`config.mk`:
```
export PLATFORM = sky130hd
export DESIGN_NAME = ordered_list_insert_erase_core
export DESIGN_NICKNAME = d
export VERILOG_FILES = /design/src/rtl/olie_pkg.sv /design/src/rtl/olie_cell.sv /design/src/rtl/olie_ctrl.sv /design/src/rtl/ordered_list_insert_erase_core.sv
export SDC_FILE = /design/constraint.sdc
export NUM_CORES = 2
export LEC_CHECK = 0
export BUFFER_PORTS_ARGS = -buffer_cell sky130_fd_sc_hd__buf_2
export CORE_ASPECT_RATIO = 1.5
export CORE_MARGIN = 2
export CORE_UTILIZATION = 30
export CTS_BUF_LIST = sky130_fd_sc_hd__clkbuf_2 sky130_fd_sc_hd__clkbuf_4 sky130_fd_sc_hd__clkbuf_8
export DETAILED_ROUTE_END_ITERATION = 8
export PLACE_DENSITY = 0.41
export SLEW_MARGIN = 10
export SYNTH_ARGS = -nofsm -noshare
export SYNTH_HDL_FRONTEND = slang
export SYNTH_SLANG_ARGS = --single-unit
```
`constraint.sdc`:
```
create_clock -name i_clk -period 19.2 [get_ports i_clk]
set_clock_uncertainty 0.2 [all_clocks]
set_input_delay 5.76 -clock i_clk [delete_from_list [all_inputs] [get_ports i_clk]]
set_output_delay 5.76 -clock i_clk [all_outputs]
set_load 0.02 [all_outputs]
```
`src/rtl/olie_pkg.sv`:
```
// shared types and constants of the ordered list core
// used by the cell row, the control unit, the top level and the checker
package olie_pkg;

    localparam int DEPTH       = 64;
    localparam int DATA_WIDTH  = 32;
    localparam int IDX_W       = $clog2(DEPTH);
    localparam int CNT_W       = $clog2(DEPTH + 1);
    localparam int POS_W       = 7;
    localparam int OUT_COUNT_W = 7;
    localparam int CMP_W       = (CNT_W > POS_W) ? CNT_W : POS_W;

    typedef enum logic [1:0] {
        CMD_INSERT = 2'd0,
        CMD_ERASE  = 2'd1,
        CMD_READ   = 2'd2,
        CMD_CLEAR  = 2'd3
    } t_cmd;

    typedef enum logic [1:0] {
        ST_OK    = 2'd0,
        ST_RANGE = 2'd1,
        ST_FULL  = 2'd2
    } t_status;

    typedef enum logic [1:0] {
        SHIFT_HOLD = 2'd0,
        SHIFT_UP   = 2'd1,
        SHIFT_DOWN = 2'd2
    } t_shift_op;

    typedef struct packed {
        t_cmd        cmd;
        logic [6:0]  position;
        logic [31:0] entry_in;
    } t_in_beat;

    typedef struct packed {
        t_status     status;
        logic [31:0] entry_out;
        logic [6:0]  count;
    } t_out_beat;

    // broadcast to every cell of the row
    typedef struct packed {
        t_shift_op              op;
        logic [IDX_W-1:0]       idx;
        logic [DATA_WIDTH-1:0]  data;
    } t_shift_ctrl;

endpackage

```
`src/rtl/olie_cell.sv`:
```
// one storage cell of the list row
// takes its left or right neighbor, new data, or holds; uses olie_pkg
module olie_cell
    import olie_pkg::*;
(
    input  logic                  i_clk,
    input  logic [IDX_W-1:0]      i_idx,
    input  t_shift_ctrl           i_ctrl,
    input  logic [DATA_WIDTH-1:0] i_left,
    input  logic [DATA_WIDTH-1:0] i_right,
    output logic [DATA_WIDTH-1:0] o_entry
);

    logic [DATA_WIDTH-1:0] r_entry;
    logic [DATA_WIDTH-1:0] n_entry;

    always_comb begin
        n_entry = r_entry;
        case (i_ctrl.op)
            SHIFT_UP: begin
                if (i_idx == i_ctrl.idx) begin
                    n_entry = i_ctrl.data;
                end else if (i_idx > i_ctrl.idx) begin
                    n_entry = i_left;
                end
            end
            SHIFT_DOWN: begin
                if (i_idx >= i_ctrl.idx) begin
                    n_entry = i_right;
                end
            end
            default: begin
                n_entry = r_entry;
            end
        endcase
    end

    always_ff @(posedge i_clk) begin
        r_entry <= n_entry;
    end

    assign o_entry = r_entry;

endmodule

```
`src/rtl/olie_ctrl.sv`:
```
// command decode, range checks and entry count register
// drives the shift control of the cell row; uses olie_pkg
module olie_ctrl
    import olie_pkg::*;
(
    input  logic             i_clk,
    input  logic             i_rst_n,
    input  logic             i_fire,
    input  t_in_beat         i_beat,
    output t_shift_ctrl      o_shift,
    output t_status          o_status,
    output logic             o_rd_en,
    output logic [CNT_W-1:0] o_count
);

    logic [CNT_W-1:0] r_count;
    logic [CNT_W-1:0] n_count;
    logic [CMP_W-1:0] pos_ext;
    logic [CMP_W-1:0] cnt_ext;
    logic             full;
    t_shift_op        op;

    assign pos_ext = CMP_W'(i_beat.position);
    assign cnt_ext = CMP_W'(r_count);
    assign full    = (r_count == CNT_W'(DEPTH));

    always_comb begin
        n_count  = r_count;
        o_status = ST_OK;
        o_rd_en  = 1'b0;
        op       = SHIFT_HOLD;
        case (i_beat.cmd)
            CMD_INSERT: begin
                // full is checked before position
                if (full) begin
                    o_status = ST_FULL;
                end else if (pos_ext > cnt_ext) begin
                    o_status = ST_RANGE;
                end else begin
                    op      = SHIFT_UP;
                    n_count = r_count + CNT_W'(1);
                end
            end
            CMD_ERASE: begin
                if (pos_ext >= cnt_ext) begin
                    o_status = ST_RANGE;
                end else begin
                    op      = SHIFT_DOWN;
                    n_count = r_count - CNT_W'(1);
                end
            end
            CMD_READ: begin
                if (pos_ext >= cnt_ext) begin
                    o_status = ST_RANGE;
                end else begin
                    o_rd_en = 1'b1;
                end
            end
            default: begin
                n_count = '0;
            end
        endcase
    end

    always_ff @(posedge i_clk) begin
        if (!i_rst_n) begin
            r_count <= '0;
        end else if (i_fire) begin
            r_count <= n_count;
        end
    end

    // an accepted position is always below DEPTH, so the low bits index a cell
    assign o_shift.op   = i_fire ? op : SHIFT_HOLD;
    assign o_shift.idx  = i_beat.position[IDX_W-1:0];
    assign o_shift.data = i_beat.entry_in[DATA_WIDTH-1:0];
    assign o_count      = n_count;

endmodule

```
`src/rtl/ordered_list_insert_erase_core.sv`:
```
// ordered list core: row of entry cells, control unit and result register
// depends on olie_pkg, olie_ctrl and olie_cell
//
//   channel  | direction | handshake                  | payload
//   ---------+-----------+----------------------------+------------------------
//   command  | in        | i_in_valid / o_in_ready    | i_in_beat  (t_in_beat)
//   result   | out       | o_out_valid / i_out_ready  | o_out_beat (t_out_beat)
//
// one command per cycle unless a stalled result holds it: all cells shift in
// parallel on the accepting edge, and the result is registered on that edge too.
// a new command is taken while the output register is empty or being drained.
// a stalled result stalls the command side only when it is not taken.
// synchronous active-low reset empties the list and the output register;
// the entry cells themselves are not cleared.
module ordered_list_insert_erase_core
    import olie_pkg::*;
(
    input  logic      i_clk,
    input  logic      i_rst_n,
    input  logic      i_in_valid,
    output logic      o_in_ready,
    input  t_in_beat  i_in_beat,
    output logic      o_out_valid,
    input  logic      i_out_ready,
    output t_out_beat o_out_beat
);

    logic                  fire;
    t_shift_ctrl           shift;
    t_status               status;
    logic                  rd_en;
    logic [CNT_W-1:0]      count;
    logic [DATA_WIDTH-1:0] cell_entry [DEPTH];
    logic [DATA_WIDTH-1:0] rd_data;

    logic      r_out_valid;
    t_out_beat r_out_beat;

    assign o_in_ready = !r_out_valid || i_out_ready;
    assign fire       = i_in_valid && o_in_ready;

    olie_ctrl u_ctrl (
        .i_clk    (i_clk),
        .i_rst_n  (i_rst_n),
        .i_fire   (fire),
        .i_beat   (i_in_beat),
        .o_shift  (shift),
        .o_status (status),
        .o_rd_en  (rd_en),
        .o_count  (count)
    );

    for (genvar g = 0; g < DEPTH; g++) begin : g_cell
        logic [DATA_WIDTH-1:0] left;
        logic [DATA_WIDTH-1:0] right;

        // the end cells never take from the missing side
        if (g == 0) begin : g_first
            assign left = cell_entry[g];
        end else begin : g_mid_l
            assign left = cell_entry[g-1];
        end
        if (g == DEPTH - 1) begin : g_last
            assign right = cell_entry[g];
        end else begin : g_mid_r
            assign right = cell_entry[g+1];
        end

        olie_cell u_cell (
            .i_clk   (i_clk),
            .i_idx   (IDX_W'(g)),
            .i_ctrl  (shift),
            .i_left  (left),
            .i_right (right),
            .o_entry (cell_entry[g])
        );
    end

    assign rd_data = rd_en ? cell_entry[i_in_beat.position[IDX_W-1:0]] : '0;

    always_ff @(posedge i_clk) begin
        if (!i_rst_n) begin
            r_out_valid <= 1'b0;
        end else if (fire) begin
            r_out_valid <= 1'b1;
        end else if (i_out_ready) begin
            r_out_valid <= 1'b0;
        end
    end

    always_ff @(posedge i_clk) begin
        if (fire) begin
            r_out_beat.status    <= status;
            r_out_beat.entry_out <= 32'(rd_data);
            r_out_beat.count     <= OUT_COUNT_W'(count);
        end
    end

    assign o_out_valid = r_out_valid;
    assign o_out_beat  = r_out_beat;

endmodule

```
==> results.toml <==
[status]
status = "complete, no violations"

[floorplan]
die_h_um = 788
initial_utilization_pct = 30.2
std_cell_rows = 287
design.core.area_mm2 = 0.408
die_area_mm2 = 0.415
floorplan.die.width_um = 527
num_ports = 88

[setup_path]
worstSetupStartpointType = "primary input"
worst_ep_required_time_ns = 13.24
endpoint_kind = "output pin"
crit_fanout = 3
startpoint = "i_out_ready"
rr_startpoint = "u_ctrl.cnt_ext[2]"
critPathKind = "primary input to output pin"
cp.arrival_ns = 6.19

[clock_network]
clock-sinks = 2097
clk_root_buffer_cell = "sky130_fd_sc_hd__clkbuf_8"
clock_tree_from_tritoncts = "done"
hold_buffers = 0
cts_buffers = 368
post_cts_setup_repair_buffer_count = 0
clock_insertion_delay_worst_skew_ns = 1.15
max-clock-path-buffers = 4
post_cts.resized_instances = 0
worst_setup_hold_path_clk_slew_ns = 0.06
cts_max_level = 5

[timing]
achievable-frequency_mhz = 82.3
timing.final.hold_violations = 0
min_period_over_period_pct = 63.3
max_slew.worst_pin.slew_ns = 1.38
worst_slew_margin_rel_pct = 7.40
timing_max_transition_violations_final = 0
unrepaired_setup_endpoints_after_global_routing = "no"
fin_crit_ns = 12.15
final_critical_path_setup_slack_ns = 7.05
setup_violations = 0
totalNegativeSetupSlack_ns = 0

[logic_synthesis]
seq_area_frac_synth_pct = 51.2
netlist_instances = 10700
mappedNetlistNets = 10800
postSynth.asyncResetShare_pct = 0
ys.flop_type = "sky130_fd_sc_hd__edfxtp_1"
post_synth_num_cell_types = 72
postSynthAreaPerCell_um2 = 11.5
synth_largest_type_area_fraction_pct = 51.0
synthMostInstantiatedCell = "sky130_fd_sc_hd__mux2i_1"
ys_seq_elements = 2097
synthesis.area_mm2 = 0.123
ys_top_cells_by_area = "sky130_fd_sc_hd__edfxtp_1 (51%), sky130_fd_sc_hd__mux2i_1 (18%), sky130_fd_sc_hd__mux4_2 (8.1%), sky130_fd_sc_hd__o21ai_0 (8.1%), sky130_fd_sc_hd__nand2_1 (6.4%)"
ys.warnings.count = 0
most_frequent_cells_after_synthesis = "sky130_fd_sc_hd__mux2i_1 (2172), sky130_fd_sc_hd__nand2_1 (2112), sky130_fd_sc_hd__edfxtp_1 (2089)"
synth_enable_flop_cells = 2089
post_synthesis_cell_type_with_the_largest_combined_area = "sky130_fd_sc_hd__edfxtp_1"

[min_path]
worstHoldPathType = "register to register"
timing.hold.worst.start = "o_out_valid"

[global_route]
first_global_vias = 92800
number_of_antenna_violations_at_the_first_check_in_global_routing = 52
first_pass_grt_wire_length_um = 807000
grt_start_max_net_pins = 266
globalRouteTotalUtil_pct = 27.8
globalRouteOverflowTotal = 0

[place]
detailed_place.area_mm2 = 0.129
dpl_worst_slack_ns = 6.56
finalWeightedCongestion = 0.980
port-buffer-count = 87
dpl.hpwl_um = 390000

[drt]
drt-initial-drc-count = 10600
wl_per_instance_um = 37.2
first_pass_iteration_count_of_the_detailed_router = 6
post-route-drc-count = 0
vias_per_cell = 5.87
drt.antenna.violating_nets = 0
total_detailed_routing_wirelength_um = 597000
vias = 94200

[final_layout]
stdcell_area_mm2 = 0.136
layout.nets = 10500
final_layout_size_suffix_gt1_share_pct = 15.2
area_delta_synth_final_pct = 10.4

[power_and_ir_drop]
power_leakage_nw = 45.6
maximum_ir_drop_on_the_vdd_rail_mv = 0.0594
power_per_cell_area_mw_per_mm2 = 78.9
post-layout-total-power_mw = 10.7

[job]
max_cap_violations = 0
[power by group]
group / switching [mW] / leakage (nW) / internal (mW)
logic: 0.850 / 22.9 / 0.333
clock network: 2.11 / 3.59 / 2.08
registers: 0.128 / 19.1 / 5.21
[cell type report]
cell class / count / area [µm²]
Fill cell: 41000 / 272000
Clock buffer: 493 / 6030
Timing Repair Buffer: 393 / 2990
Antenna cell: 43 / 108
Clock inverter: 132 / 764
Tap cell: 5346 / 6690
Multi-Input combinational cell: 7502 / 56100
Inverter: 32 / 121
Sequential cell: 2097 / 62900
[cells in the final DEF, fill, tap and decap left out, types with 10 or more instances in the layout]
cell type,Yosys,final
sky130_fd_sc_hd__mux2i_1,2172,2167
sky130_fd_sc_hd__edfxtp_1,2089,2089
sky130_fd_sc_hd__nand2_1,2112,2088
sky130_fd_sc_hd__o21ai_0,1979,1970
sky130_fd_sc_hd__mux4_2,444,444
sky130_fd_sc_hd__clkbuf_8,0,372
sky130_fd_sc_hd__buf_4,109,324
sky130_fd_sc_hd__clkbuf_4,0,121
sky130_fd_sc_hd__clkinv_1,1,83
sky130_fd_sc_hd__nor2_1,109,73
sky130_fd_sc_hd__a22oi_1,73,73
sky130_fd_sc_hd__mux2_2,70,70
sky130_fd_sc_hd__a21oi_1,81,60
sky130_fd_sc_hd__o22ai_1,60,56
sky130_fd_sc_hd__buf_2,178,53
sky130_fd_sc_hd__nor2_4,0,44
sky130_fd_sc_hd__diode_2,0,43
sky130_fd_sc_hd__o21ai_1,37,39
sky130_fd_sc_hd__nor3_1,34,31
sky130_fd_sc_hd__nand3_1,36,30
sky130_fd_sc_hd__inv_1,31,28
sky130_fd_sc_hd__clkinv_2,0,27
sky130_fd_sc_hd__a22o_1,24,24
sky130_fd_sc_hd__nand2_2,0,21
sky130_fd_sc_hd__a221oi_1,21,19
sky130_fd_sc_hd__a21oi_4,0,17
sky130_fd_sc_hd__a211oi_1,16,16
sky130_fd_sc_hd__nand2b_1,13,13
sky130_fd_sc_hd__ha_1,15,13
sky130_fd_sc_hd__nor2b_1,15,11
sky130_fd_sc_hd__a31oi_1,19,11
sky130_fd_sc_hd__buf_12,0,11
sky130_fd_sc_hd__nand4_1,10,10
[metal layers]
| layer | vias up | GRT usage [%] | part of all wire (%) |
|---|---|---|---|
| li1 | 39500 | - | - |
| met1 | 49300 | 32.3 | 37 |
| met2 | 4210 | 46.4 | 48 |
| met3 | 1249 | 4.28 | 6.0 |
| met4 | 10 | 20.7 | 8.7 |
| met5 | - | 0 | 0.011 |
[per-stage QoR]
stage / instances / utilization (%) / hold WS, ns
after global placement: 15400 / 31.6 / 0.307
after global routing: 16000 / 33.3 / 0.369
after CTS: 16000 / 33.3 / 0.339
final: 16000 / 33.3 / 0.336
after detailed placement: 15400 / 31.6 / 0.330
after floorplan: 10700 / - / 0.267
[flip-flops by register name (all words and copies together) (netlist names)]
register               cells
o_out_valid                1
u_ctrl.cnt_ext             7
o_out_beat                41
g_cell.u_cell.o_entry   2048
[cell families after synthesis]
family | count (synthesis) | share of synthesized area [%]
mux | 2686 | 26.5
compound gates | 2403 | 10.5
simple gates | 2396 | 7.65
flops | 2097 | 51.2
buf+inv | 1105 | 4.10
fa+ha+maj | 15 | 0.153
xor+xnor | 2 | 0.0143
[path summary, 6_finish.rpt]
path / to / slack (ns) / cells after the start
worst max-delay path: o_in_ready / 7.05 / 3
worst min-delay path: o_out_valid / 0.34 / 2
worst max register to register: g_cell[62].u_cell.o_entry[10] / 12.26 / 14
worst min register to register: o_out_valid / 0.34 / 2
[worst max-delay path: stages]
cell,delay [ns]
sky130_fd_sc_hd__buf_2,0.09
sky130_fd_sc_hd__nand2b_1,0.16
sky130_fd_sc_hd__buf_2,0.17
No activity file was read; power rests on OpenSTA's default activity.
